File: src/sv/sgr_pkg.sv
// ----------------------------------------------------------------------------
// sgr_pkg
// Shared types and constants for the stream group reverser.
// ----------------------------------------------------------------------------
package sgr_pkg;

  localparam int VALUE_W        = 32;
  localparam int GROUP_SIZE_W   = 5;
  localparam int MAX_GROUP_DEF  = 16;
  localparam logic [GROUP_SIZE_W-1:0] GROUP_SIZE_RST = 5'd3;

  // Sequencer states: collecting a group, or reading it back out
  typedef enum logic {
    ST_FILL,
    ST_DRAIN
  } sgr_state_t;

  // Buffer memory strobes from the sequencer
  typedef struct packed {
    logic we;     // write the accepted value
    logic re;     // issue one read
    logic rlast;  // the read being issued is the final result of a sequence
  } sgr_mem_ctl_t;

endpackage

File: src/sv/sgr_if.sv
// ----------------------------------------------------------------------------
// sgr_if
// Valid/ready channels for input values and reordered results.
// ----------------------------------------------------------------------------
interface sgr_in_if;
  logic                                valid;
  logic                                ready;
  logic signed [sgr_pkg::VALUE_W-1:0]  value;
  logic                                last_item;

  modport source (output valid, output value, output last_item, input ready);
  modport sink   (input valid, input value, input last_item, output ready);
endinterface

interface sgr_out_if;
  logic                                valid;
  logic                                ready;
  logic signed [sgr_pkg::VALUE_W-1:0]  result_value;
  logic                                result_last;

  modport source (output valid, output result_value, output result_last, input ready);
  modport sink   (input valid, input result_value, input result_last, output ready);
endinterface

File: src/sv/sgr_seq.sv
// ----------------------------------------------------------------------------
// sgr_seq
// Fill/drain sequencer: tracks the group fill level and walks read addresses.
// ----------------------------------------------------------------------------
module sgr_seq #(
  parameter int MAX_GROUP = sgr_pkg::MAX_GROUP_DEF
) (
  input  logic                                clk,
  input  logic                                rst_n,
  input  logic                                in_valid,
  input  logic                                in_last,
  output logic                                in_ready,
  input  logic [sgr_pkg::GROUP_SIZE_W-1:0]    group_size,
  input  logic                                rd_free,
  output sgr_pkg::sgr_mem_ctl_t               ctl,
  output logic [$clog2(MAX_GROUP)-1:0]        waddr,
  output logic [$clog2(MAX_GROUP)-1:0]        raddr
);
  import sgr_pkg::*;

  localparam int AW = $clog2(MAX_GROUP);
  localparam int FW = $clog2(MAX_GROUP + 1);

  sgr_state_t    state_r, state_nxt;
  logic [FW-1:0] fill_r, fill_nxt;
  logic [FW-1:0] cnt_r, cnt_nxt;
  logic [AW-1:0] idx_r, idx_nxt;
  logic          rev_r, rev_nxt;
  logic          seql_r, seql_nxt;

  logic [FW-1:0] k_eff;
  logic [FW-1:0] n;
  logic          accept;
  logic          issue;
  logic          full;

  // effective group size: 0 and 1 act as 1, large values clamp
  always_comb begin
    if (group_size <= GROUP_SIZE_W'(1)) begin
      k_eff = FW'(1);
    end else if (32'(group_size) > 32'(MAX_GROUP)) begin
      k_eff = FW'(MAX_GROUP);
    end else begin
      k_eff = FW'(group_size);
    end
  end

  assign accept = in_valid && in_ready;
  assign n      = fill_r + FW'(1);
  assign full   = (n >= k_eff);
  assign issue  = (state_r == ST_DRAIN) && rd_free;

  // next state
  always_comb begin
    state_nxt = state_r;
    unique case (state_r)
      ST_FILL: begin
        if (accept && (full || in_last)) state_nxt = ST_DRAIN;
      end
      ST_DRAIN: begin
        if (issue && cnt_r == FW'(1)) state_nxt = ST_FILL;
      end
      default: state_nxt = ST_FILL;
    endcase
  end

  // outputs
  always_comb begin
    in_ready  = (state_r == ST_FILL);
    ctl.we    = accept;
    ctl.re    = issue;
    ctl.rlast = seql_r && (cnt_r == FW'(1));
    waddr     = fill_r[AW-1:0];
    raddr     = idx_r;
  end

  // counters and drain walk
  always_comb begin
    fill_nxt = fill_r;
    cnt_nxt  = cnt_r;
    idx_nxt  = idx_r;
    rev_nxt  = rev_r;
    seql_nxt = seql_r;
    if (accept) begin
      if (full || in_last) begin
        fill_nxt = '0;
        cnt_nxt  = n;
        rev_nxt  = full;
        idx_nxt  = full ? fill_r[AW-1:0] : '0;
        seql_nxt = in_last;
      end else begin
        fill_nxt = n;
      end
    end else if (issue) begin
      cnt_nxt = cnt_r - FW'(1);
      idx_nxt = rev_r ? idx_r - AW'(1) : idx_r + AW'(1);
    end
  end

  always_ff @(posedge clk) begin
    if (!rst_n) begin
      state_r <= ST_FILL;
      fill_r  <= '0;
      cnt_r   <= '0;
    end else begin
      state_r <= state_nxt;
      fill_r  <= fill_nxt;
      cnt_r   <= cnt_nxt;
    end
  end

  always_ff @(posedge clk) begin
    idx_r  <= idx_nxt;
    rev_r  <= rev_nxt;
    seql_r <= seql_nxt;
  end

endmodule

File: src/sv/sgr_mem.sv
// ----------------------------------------------------------------------------
// sgr_mem
// Group buffer memory with registered read and the result output register.
// ----------------------------------------------------------------------------
module sgr_mem #(
  parameter int MAX_GROUP = sgr_pkg::MAX_GROUP_DEF
) (
  input  logic                                clk,
  input  logic                                rst_n,
  input  sgr_pkg::sgr_mem_ctl_t               ctl,
  input  logic [$clog2(MAX_GROUP)-1:0]        waddr,
  input  logic signed [sgr_pkg::VALUE_W-1:0]  wdata,
  input  logic [$clog2(MAX_GROUP)-1:0]        raddr,
  output logic                                rd_free,
  output logic                                out_valid,
  input  logic                                out_ready,
  output logic signed [sgr_pkg::VALUE_W-1:0]  out_value,
  output logic                                out_last
);
  import sgr_pkg::*;

  logic signed [VALUE_W-1:0] mem_r [MAX_GROUP];
  logic signed [VALUE_W-1:0] rdata_r;
  logic                      rd_vld_r, rd_vld_nxt;
  logic                      rd_last_r;
  logic                      out_vld_r, out_vld_nxt;
  logic signed [VALUE_W-1:0] out_val_r;
  logic                      out_last_r;
  logic                      load;

  always_ff @(posedge clk) begin
    if (ctl.we) mem_r[waddr] <= wdata;
    if (ctl.re) begin
      rdata_r   <= mem_r[raddr];
      rd_last_r <= ctl.rlast;
    end
  end

  // read data moves to the output register once it is free
  assign load    = rd_vld_r && (!out_vld_r || out_ready);
  assign rd_free = !rd_vld_r || load;

  always_comb begin
    rd_vld_nxt = rd_vld_r;
    if (ctl.re)    rd_vld_nxt = 1'b1;
    else if (load) rd_vld_nxt = 1'b0;
    out_vld_nxt = out_vld_r;
    if (load)           out_vld_nxt = 1'b1;
    else if (out_ready) out_vld_nxt = 1'b0;
  end

  always_ff @(posedge clk) begin
    if (!rst_n) begin
      rd_vld_r  <= 1'b0;
      out_vld_r <= 1'b0;
    end else begin
      rd_vld_r  <= rd_vld_nxt;
      out_vld_r <= out_vld_nxt;
    end
  end

  always_ff @(posedge clk) begin
    if (load) begin
      out_val_r  <= rdata_r;
      out_last_r <= rd_last_r;
    end
  end

  assign out_valid = out_vld_r;
  assign out_value = out_val_r;
  assign out_last  = out_last_r;

endmodule

File: src/sv/stream_group_reverser.sv
// ----------------------------------------------------------------------------
// stream_group_reverser
// Reverses a stream of signed 32-bit values in groups of group_size.
// ----------------------------------------------------------------------------
// Usage:
//   in_if  : valid/ready sink, one value per transaction, last_item marks
//            the final value of a sequence.
//   out_if : valid/ready source, reordered values, result_last set on the
//            final result of a sequence.
//   cfg_*  : group_size write (cfg_we, cfg_wdata); change only while idle.
// Values are written into a MAX_GROUP-deep buffer memory. When a group fills
// (or the sequence ends) the sequencer stops taking input and reads the group
// back, newest first for a full group, arrival order for a short tail.
// Once a group closes the sequencer drains it: each read lands in the read
// data register, then in the output register. Drain issues one memory read
// per cycle while the read register is free; the single read port of the
// buffer sets that rate; group_size 0 or 1 passes values through unchanged.
// A receiver stall holds the output register; the drain pauses behind it and
// input stays blocked until the group is fully read.
// Reset: group_size returns to 3, buffer empties, no results pending.
// ----------------------------------------------------------------------------
module stream_group_reverser #(
  parameter int MAX_GROUP = sgr_pkg::MAX_GROUP_DEF
) (
  input  logic                              clk,
  input  logic                              rst_n,
  sgr_in_if.sink                            in_if,
  sgr_out_if.source                         out_if,
  input  logic                              cfg_we,
  input  logic [sgr_pkg::GROUP_SIZE_W-1:0]  cfg_wdata
);
  import sgr_pkg::*;

  localparam int AW = $clog2(MAX_GROUP);

  logic [GROUP_SIZE_W-1:0] group_size_r;
  sgr_mem_ctl_t            ctl;
  logic [AW-1:0]           waddr;
  logic [AW-1:0]           raddr;
  logic                    rd_free;

  // configuration register
  always_ff @(posedge clk) begin
    if (!rst_n) begin
      group_size_r <= GROUP_SIZE_RST;
    end else if (cfg_we) begin
      group_size_r <= cfg_wdata;
    end
  end

  // fill/drain control
  sgr_seq #(.MAX_GROUP(MAX_GROUP)) u_seq (
    .clk        (clk),
    .rst_n      (rst_n),
    .in_valid   (in_if.valid),
    .in_last    (in_if.last_item),
    .in_ready   (in_if.ready),
    .group_size (group_size_r),
    .rd_free    (rd_free),
    .ctl        (ctl),
    .waddr      (waddr),
    .raddr      (raddr)
  );

  // buffer memory and output register
  sgr_mem #(.MAX_GROUP(MAX_GROUP)) u_mem (
    .clk       (clk),
    .rst_n     (rst_n),
    .ctl       (ctl),
    .waddr     (waddr),
    .wdata     (in_if.value),
    .raddr     (raddr),
    .rd_free   (rd_free),
    .out_valid (out_if.valid),
    .out_ready (out_if.ready),
    .out_value (out_if.result_value),
    .out_last  (out_if.result_last)
  );

endmodule

File: src/flat_wrapper.sv
// flat-port wrapper written by rule: the top's interface ports become plain ports
module stream_group_reverser_flat import sgr_pkg::*;
#(
  parameter int MAX_GROUP = sgr_pkg::MAX_GROUP_DEF
)
  (clk, rst_n, cfg_we, cfg_wdata, in_if_valid, in_if_value, in_if_last_item, in_if_ready, out_if_valid, out_if_result_value, out_if_result_last, out_if_ready);
  sgr_in_if in_if_i ();
  sgr_out_if out_if_i ();
  input  logic clk;
  input  logic rst_n;
  input  logic cfg_we;
  input  logic [sgr_pkg::GROUP_SIZE_W-1:0] cfg_wdata;
  input wire logic [$bits(in_if_i.valid)-1:0] in_if_valid;
  input wire logic [$bits(in_if_i.value)-1:0] in_if_value;
  input wire logic [$bits(in_if_i.last_item)-1:0] in_if_last_item;
  output wire logic [$bits(in_if_i.ready)-1:0] in_if_ready;
  output wire logic [$bits(out_if_i.valid)-1:0] out_if_valid;
  output wire logic [$bits(out_if_i.result_value)-1:0] out_if_result_value;
  output wire logic [$bits(out_if_i.result_last)-1:0] out_if_result_last;
  input wire logic [$bits(out_if_i.ready)-1:0] out_if_ready;
  assign in_if_i.valid = in_if_valid;
  assign in_if_i.value = in_if_value;
  assign in_if_i.last_item = in_if_last_item;
  assign in_if_ready = in_if_i.ready;
  assign out_if_valid = out_if_i.valid;
  assign out_if_result_value = out_if_i.result_value;
  assign out_if_result_last = out_if_i.result_last;
  assign out_if_i.ready = out_if_ready;
  stream_group_reverser #(.MAX_GROUP(MAX_GROUP)) u_core (.clk(clk), .rst_n(rst_n), .in_if(in_if_i), .out_if(out_if_i), .cfg_we(cfg_we), .cfg_wdata(cfg_wdata));
endmodule
File: config.mk
export PLATFORM = sky130hd
export DESIGN_NAME = stream_group_reverser_flat
export DESIGN_NICKNAME = d
export VERILOG_FILES = /design/src/sv/sgr_pkg.sv /design/src/sv/sgr_if.sv /design/src/sv/sgr_seq.sv /design/src/sv/sgr_mem.sv /design/src/sv/stream_group_reverser.sv /design/src/flat_wrapper.sv
export SDC_FILE = /design/constraint.sdc
export NUM_CORES = 1
export LEC_CHECK = 0
export ABC_AREA = 1
export BUFFER_PORTS_ARGS = -buffer_cell sky130_fd_sc_hd__buf_2
export CORE_AREA = 2 2 220 222
export CTS_BUF_LIST = sky130_fd_sc_hd__clkbuf_4
export DETAILED_ROUTE_END_ITERATION = 10
export DIE_AREA = 0 0 222 224
export PLACE_DENSITY = 0.66
export SYNTH_ARGS = -nofsm -noshare
export SYNTH_HDL_FRONTEND = slang
export SYNTH_SLANG_ARGS = --single-unit
export TNS_END_PERCENT = 30
File: constraint.sdc
create_clock -name clk -period 5.15 [get_ports clk]
set_clock_uncertainty 0.05 [all_clocks]
set_input_delay 1.03 -clock clk [delete_from_list [all_inputs] [get_ports clk]]
set_output_delay 1.03 -clock clk [all_outputs]
set_load 0.03 [all_outputs]
==> run summary, run 1 <==
antenna violations before repair -> 2
GR Layer Usage met1 -> 29.35%
Slew @ Worst Pin -> 1.270 ns
met3 Track Usage GR -> 6.034%
Hold Crit Class -> in -> reg
Cell Area, Synth -> 23380 µm²
Clk Latency, worst-skew pair -> 1.00 ns
fraction of registers with async set or reset after synthesis -> 0%
FILL cells -> 3810
vias per inst -> 5.729
CP bufs+invs -> 2
GRT busiest layer -> met2
die area -> 49730 µm²
Total GRT Usage -> 22.87%
layout cells sized above 1 -> 18.00%
Tcrit/Tclk final -> 57.76%
Critical Path Source Type -> register
PD cells -> 442.6 nW/µm²
Slowest-stage cell, CP -> nor2_4
YS warnings -> 0
# clock sinks -> 602
Syn Inst Count -> 1694
Max rail drop VDD -> 303.5 µV
Pre-antenna DRT Iters -> 5
Crit Path Class -> reg -> reg
total wire length -> 56420 µm
post_cts resized -> 0
maximum clock insertion buffer count -> 3
drt drc -> 0
Post-CTS Setup Repair Bufs -> 0
crit-path max cell delay -> 1.02 ns
critical path peak fanout -> 32
global-route wire length before repair -> 83790 µm
cts hold-fix bufs -> 0
Max Slew Vio Count -> 0
total design power -> 11.61 mW
CP required -> 5.67 ns
Die Ht -> 224 µm
Post-Syn Area per Cell -> 13.80 µm²
number of enable flip-flop cells after synthesis -> 584
CTS tree -> built
Std-Cell Rows -> 80
Final HPWL DP -> 30190 µm
fin crit period -> 2.975 ns
H-tree depth -> 4
number of max-cap violations -> 0
Die Width -> 222 µm
crit path DAT -> 3.50 ns
Setup Viol. Count Final -> 0
Slew headroom -> 15.11%
Via Count -> 14660
Reg clk slew, reported paths -> 0.06 ns
Final Hold Vio Count -> 0
CTS buffer count -> 155
Cell variety after synth -> 28
largest net degree at the start of global routing -> 182
DRT iter0 DRCs -> 1543
Root Driver -> clkbuf_4
routability cong. -> 0.7827
CP Capture Type -> register
worst path cell trace -> inv_1 -> nand2_1 -> inv_1 -> nand2_1 -> nor2_4
leakage -> 8.804 nW
synthesis-to-layout area growth -> 12.19%
# nets final -> 1890
Core Footprint -> 47350 µm²
register bit count reported by yosys -> 602
prevailing post-synth register cell -> edfxtp_1
RSZ-0062 raised after global routing -> false
met2 GRT Util -> 36.32%
DR WL/cell -> 22.06 µm
Starting Density -> 49.38%
vias in the first global route -> 14360
GRT overflow -> 0
setup tns final -> 0 ns
status -> finished, final reports clean
sequential element share of the synthesized area -> 76.55%
Top Family by Delay on Critical Path -> simple AND/OR/NAND/NOR gates
IO Pins -> 78
Synthesized Nets -> 1751
Fmax -> 336.2 MHz
IO Port Bufs -> 77
Routed Antenna Nets -> 0
[worst register-to-register path: stages (launching register included)]
cell and delay, ns:
dfxtp_1 0.32, inv_1 0.08, nand2_1 0.27, inv_1 0.45, nand2_1 0.36, nor2_4 1.02
[per-layer routing]
metal  part of all wire (%)  wire [µm]
met5                      0          0
met4                    3.9       2209
met3                    7.3       4114
met2                     48      27170
met1                     41      22930
[area by class of cell]
class                   count  area [µm²]  share of cell area [%]
repair buffers             91       528.0                   2.013
clock inverters            41       324.1                   1.236
well taps                 615       769.5                   2.934
clock buffers             222        1667                   6.354
inverters                  50       192.7                  0.7346
multi-input cells         933        4841                   18.46
flip-flops and latches    602       17900                   68.23
diodes                      4       10.01                 0.03816
[cell usage after synthesis, types with 2 or more instances]
cell type  number  area (µm²)
dfxtp_1        18       360.4
buf_6          11       123.9
xor2_1          4       35.03
buf_2          34       170.2
nor2_1        318        1194
buf_4          12       90.09
o22ai_1        26       162.7
o221ai_1       50       437.9
nand3_1        37       185.2
o211ai_1       78       585.6
nand4_1         2       12.51
inv_1          48       180.2
o21ai_0       244        1221
o21ai_1        37       185.2
ha_1           13       162.7
nand2_1        92       345.3
edfxtp_1      584       17540
a21oi_1        27       135.1
clkbuf_1       49       183.9
clkbuf_2        2       10.01
[cell usage in the layout (no fill, tap or decap), types with 7 or more instances in the layout]
| master | synthesis | routed |
|---|---|---|
| edfxtp_1 | 584 | 584 |
| nor2_1 | 318 | 302 |
| o21ai_0 | 244 | 244 |
| clkbuf_4 | 0 | 222 |
| nand2_1 | 92 | 92 |
| o211ai_1 | 78 | 78 |
| buf_2 | 34 | 77 |
| o221ai_1 | 50 | 50 |
| inv_1 | 48 | 46 |
| nand3_1 | 37 | 37 |
| o21ai_1 | 37 | 37 |
| clkinv_1 | 0 | 27 |
| a21oi_1 | 27 | 26 |
| o22ai_1 | 26 | 26 |
| dfxtp_1 | 18 | 18 |
| nor2_4 | 0 | 16 |
| ha_1 | 13 | 13 |
| buf_4 | 12 | 11 |
| inv_2 | 1 | 7 |
[power breakdown]
| part | switching [mW] | leakage (nW) | internal (mW) |
|---|---|---|---|
| sequential | 0.0453 | 5.44 | 5.57 |
| clock | 1.90 | 1.18 | 2.27 |
| combinational | 1.34 | 2.19 | 0.492 |
[cells by family after synthesis]
logic type / share of synthesized area (%)
compound gates: 11.70
flops: 76.55
simple gates: 7.477
buf+inv: 3.302
xor+xnor: 0.1873
fa+ha+maj: 0.7814
[stage by stage]
stage / worst slack, ns / cell area, µm² / util, % / hold slack, ns / std cells
after floorplan: 1.763 / 23380 / - / 0.3503 / 1694
after detailed placement: 1.467 / 24230 / 51.17 / 0.3545 / 2291
after global routing: 1.967 / 26220 / 55.39 / 0.1473 / 2556
after CTS: 2.156 / 26220 / 55.38 / 0.09564 / 2554
after global placement: 1.536 / 24230 / 51.17 / 0.3518 / 2291
final: 2.175 / 26230 / 55.40 / 0.1925 / 2558
[state kept, by name, summed over array words and instances, names as in the netlist]
signal and flops:
u_core.u_mem.mem_r 512, u_core.u_mem.out_value 32, u_core.u_mem.rdata_r 32, u_core.group_size_r 5, u_core.u_seq.cnt_r 5, u_core.u_seq.fill_r 5, u_core.u_seq.raddr 4, u_core.u_mem.out_last 1
u_core.u_mem.out_valid 1, u_core.u_mem.rd_last_r 1, u_core.u_mem.rd_vld_r 1, u_core.u_seq.rev_r 1, u_core.u_seq.seql_r 1, u_core.u_seq.state_r 1
[final timing paths]
path / cells past startpoint / startpoint / end / slack (ns)
hold reg to reg: 0 / u_core.u_mem.rdata_r[17] / u_core.u_mem.out_value[17] / 0.37
setup / recovery: 5 / u_core.u_seq.state_r / u_core.u_mem.mem_r[13][12] / 2.18
hold / removal: 1 / in_if_last_item / u_core.u_seq.seql_r / 0.19
setup reg to reg: 5 / u_core.u_seq.state_r / u_core.u_mem.mem_r[13][12] / 2.18
Power figures use the tool's default switching activity.
==> inputs of run 2 (changes only) <==
--- a/config.mk
+++ b/config.mk
@@ -5,12 +5,12 @@
 export SDC_FILE = /design/constraint.sdc
 export NUM_CORES = 1
 export LEC_CHECK = 0
-export ABC_AREA = 1
+export ABC_AREA = 0
 export BUFFER_PORTS_ARGS = -buffer_cell sky130_fd_sc_hd__buf_2
-export CORE_AREA = 2 2 220 222
+export CORE_AREA = 2 2 216 218
 export CTS_BUF_LIST = sky130_fd_sc_hd__clkbuf_4
 export DETAILED_ROUTE_END_ITERATION = 10
-export DIE_AREA = 0 0 222 224
+export DIE_AREA = 0 0 218 220
 export PLACE_DENSITY = 0.66
 export SYNTH_ARGS = -nofsm -noshare
 export SYNTH_HDL_FRONTEND = slang
==> constraint.sdc (replaced) <==
create_clock -name clk -period 3 [get_ports clk]
set_clock_uncertainty 0.05 [all_clocks]
set_input_delay 0.6 -clock clk [delete_from_list [all_inputs] [get_ports clk]]
set_output_delay 0.6 -clock clk [all_outputs]
set_load 0.03 [all_outputs]
==> run 2 against run 1 <==
  * First-iteration DRC count is 40% lower
  * Clock power grew 56%
  * Sequential cell count unchanged
  * Fmax up 11%
  * Count of clock-buffer cells in the layout is 8 lower
  * Combinational power rose by 74%
==> run summary, run 2 <==
leading area contributor after synthesis -> edfxtp_1
maximum clock insertion buffer count -> 3 (unchanged)
total design power -> 19.47 mW (+68%)
Root Driver -> clkbuf_4
Post-Place Cells -> 1634 (-29%)
fraction of registers with async set or reset after synthesis -> 0% (unchanged)
Top reg by flops -> u_core.u_mem.mem_r
Slowest-stage cell, CP -> dfxtp_1
critical path's most frequent cell -> ha_1
crit path DAT -> 3.41 ns (-0.09 ns)
CP Capture Type -> register
Std-Cell Rows -> 79 (-1.3%)
Via Count -> 10570 (-28%)
drt drc -> 0 (unchanged)
H-tree depth -> 4 (unchanged)
Hold Crit Class -> in -> reg
Pre-antenna DRT Iters -> 8 (+3)
Fmax -> 374.4 MHz (+11%)
number of max-cap violations -> 0 (unchanged)
Worst Hold Depth -> 4 (+3)
IO Pins -> 78 (unchanged)
GRT overflow -> 0 (unchanged)
DR WL/cell -> 23.81 µm (+7.9%)
setup tns final -> 0 ns (unchanged)
Synth top area share -> 77.42% (+2.4 points)
Critical Path Source Type -> register
fin crit period -> 2.671 ns (-0.3039 ns)
Die Width -> 218 µm (-1.8%)
CTS tree -> built
vias per inst -> 5.480 (-4.4%)
global-route wire length before repair -> 68740 µm (-18%)
Reg clk slew, reported paths -> 0.06 ns (about the same)
routability cong. -> 0.7608 (-2.8%)
Slew @ Worst Pin -> 0.5559 ns (-0.7146 ns)
antenna violations before repair -> 2 (unchanged)
YS warnings -> 0 (unchanged)
PD cells -> 735.2 nW/µm² (+66%)
Die Ht -> 220 µm (-1.8%)
Synthesized Nets -> 1001 (-43%)
Tcrit/Tclk final -> 89.03% (+31 points)
Max Slew Vio Count -> 0 (unchanged)
die area -> 47960 µm² (-3.6%)
worst path cell trace -> ha_1 -> nand3_1 -> xnor2_1 -> ha_1 -> a21oi_1 -> nand2b_1 -> a22oi_2 -> nor2b_1 -> o31a_1
most frequent cell after synthesis -> edfxtp_1
Setup Viol. Count Final -> 0 (unchanged)
RSZ-0062 raised after global routing -> false
sequential element share of the synthesized area -> 79.01% (+2.5 points)
number of enable flip-flop cells after synthesis -> 584 (unchanged)
FILL cells -> 3455 (-9.3%)
synthesis-to-layout area growth -> 16.91%
layout cells sized above 1 -> 40.00% (+22 points)
status -> finished, final reports clean
Total GRT Usage -> 20.14% (-2.7 points)
Hold Path Sink -> u_core.u_seq.fill_r[0]
RR Endpoint -> u_core.u_seq.cnt_r[2]
Reg-to-Reg Start -> u_core.u_seq.fill_r[0]
Area contributors post-synth -> edfxtp_1 77%, mux4_2 16%, dfxtp_1 1.6%
Finished Layout Cells -> 1929 (-25%)
largest net degree at the start of global routing -> 85 (-53%)
commonest non-fill, non-tap cells in the layout -> 584 x edfxtp_1, 214 x clkbuf_4, 160 x mux4_2
critical path peak fanout -> 8 (-75%)
Cell Area, Synth -> 22650 µm² (-3.1%)
CP required -> 3.73 ns (-1.94 ns)
Post-synth top cells -> 584 x edfxtp_1, 160 x mux4_2, 24 x nand2_1
Slew headroom -> 62.94% (+48 points)
final core utilization -> 57.74% (+2.3 points)
# clock sinks -> 602 (unchanged)
Crit Path Class -> reg -> reg
leakage -> 8.737 nW (-0.76%)
DRT iter0 DRCs -> 928 (-40%)
Max rail drop VDD -> 438.6 µV (+45%)
Final HPWL DP -> 24240 µm (-20%)
max FFs per register -> 512 (unchanged)
register bit count reported by yosys -> 602 (unchanged)
commonest non-fill, non-tap cell in the layout -> edfxtp_1
Core Footprint -> 45860 µm² (-3.1%)
Syn Inst Count -> 944 (-44%)
vias in the first global route -> 11390 (-21%)
Starting Density -> 49.39% (about the same)
prevailing post-synth register cell -> edfxtp_1
Post-Syn Area per Cell -> 24.00 µm² (+74%)
r2r setup slk -> 0.33 ns (-1.85 ns)
Final Hold Vio Count -> 0 (unchanged)
IO Port Bufs -> 77 (unchanged)
Routed Antenna Nets -> 0 (unchanged)
crit-path max cell delay -> 0.48 ns (-0.54 ns)
design area -> 26480 µm² (+0.97%)
reg2reg path depth -> 9 (+4)
# nets final -> 1287 (-32%)
Clk Latency, worst-skew pair -> 0.92 ns (-0.08 ns)
Post-CTS Setup Repair Bufs -> 0 (unchanged)
hold path start -> in_if_valid
total wire length -> 45930 µm (-19%)
Placed Instance Area -> 24170 µm² (-0.25%)
CTS buffer count -> 150 (-3.2%)
Cell variety after synth -> 38 (+36%)
[run 2: cell types whose count changed in the layout (fill, tap and decap cells not counted), sizes merged, moves of 50 or more]
cell         change
o211ai          -76
o221ai          -50
dlygate4sd3     +51
nor2           -299
nand2           -69
o21ai          -280
mux4           +160
[run 2: layout make-up]
| class | count | area (µm²) | share of cell area (%) |
|---|---|---|---|
| clock inverters | 28 | 188.9 | 0.7134 |
| well taps | 607 | 759.5 | 2.868 |
| multi-input cells | 289 | 4616 | 17.43 |
| inverters | 11 | 41.29 | 0.1559 |
| repair buffers | 176 | 1369 | 5.169 |
| diodes | 2 | 5.005 | 0.01890 |
| clock buffers | 214 | 1607 | 6.066 |
| flip-flops and latches | 602 | 17900 | 67.58 |
[run 2: power breakdown]
| group | total (mW) | leakage [nW] | switching [mW] | internal [mW] |
|---|---|---|---|---|
| clock | 6.52 | 1.08 | 3.02 | 3.49 |
| combinational | 3.18 | 2.22 | 1.54 | 1.64 |
| sequential | 9.77 | 5.44 | 0.114 | 9.66 |
[run 2: worst max-delay path by stage]
stage / from / to / slack (ns) / depth (start not counted)
6_report: u_core.u_seq.fill_r[0] / u_core.u_seq.cnt_r[2] / 0.33 / 9
5_1_grt: u_core.u_seq.fill_r[0] / u_core.u_seq.cnt_r[2] / 0.07 / 9
4_1_cts: u_core.u_seq.fill_r[0] / u_core.u_seq.cnt_r[0] / 0.15 / 9
3_5_place_dp: u_core.u_seq.fill_r[0] / u_core.u_seq.cnt_r[2] / 0.17 / 9
3_3_place_gp: u_core.u_seq.fill_r[0] / u_core.u_seq.cnt_r[2] / 0.28 / 9
2_1_floorplan: in_if_valid / u_core.u_mem.mem_r[6][0] / -0.18 / 4
[run 2: critical path: cells and delay by family, from the launching register on]
family | cells | cell delay, ns
xor+xnor | 1 | 0.20
simple gates | 3 | 0.34
compound gates | 3 | 0.93
flops | 1 | 0.48
fa+ha+maj | 2 | 0.54
[run 2: what timing repair did]
| item | CTS | global route |
|---|---|---|
| endpoints found under the hold margin | 527 | 0 |
| resized for setup | 0 | 1 |
| setup endpoints to repair | 0 | 12 |
| hold buffers | 51 | 0 |
[run 2: stage by stage]
stage | setup WS, ns | hold WS (ns)
after floorplan | -0.1760 | 0.3503
after global placement | 0.2759 | 0.3525
after detailed placement | 0.1729 | 0.3552
after CTS | 0.1450 | 0.05760
after global routing | 0.07041 | 0.1507
final | 0.3291 | 0.2045
[run 2: per-layer routing]
layer / routed length [µm] / global-route usage (%) / up-vias / share of wire, %
met5: 0 / 0 / - / 0
met1: 18840 / 25.70 / 5497 / 41
li1: - / - / 4675 / -
met3: 2565 / 5.424 / 54 / 5.6
met2: 23800 / 33.22 / 344 / 52
met4: 726 / 7.891 / 0 / 1.6
[run 2: logic make-up (layout without fill, tap and decap cells)]
logic type | Yosys count | in the layout | share of synthesized area [%]
compound gates | 29 | 29 | 0.9500
xor+xnor | 9 | 9 | 0.3480
fa+ha+maj | 14 | 14 | 0.8064
buf+inv | 53 | 429 | 1.270
flops | 602 | 602 | 79.01
mux | 166 | 166 | 16.17
other cells | 0 | 2 | 0
simple gates | 71 | 71 | 1.447
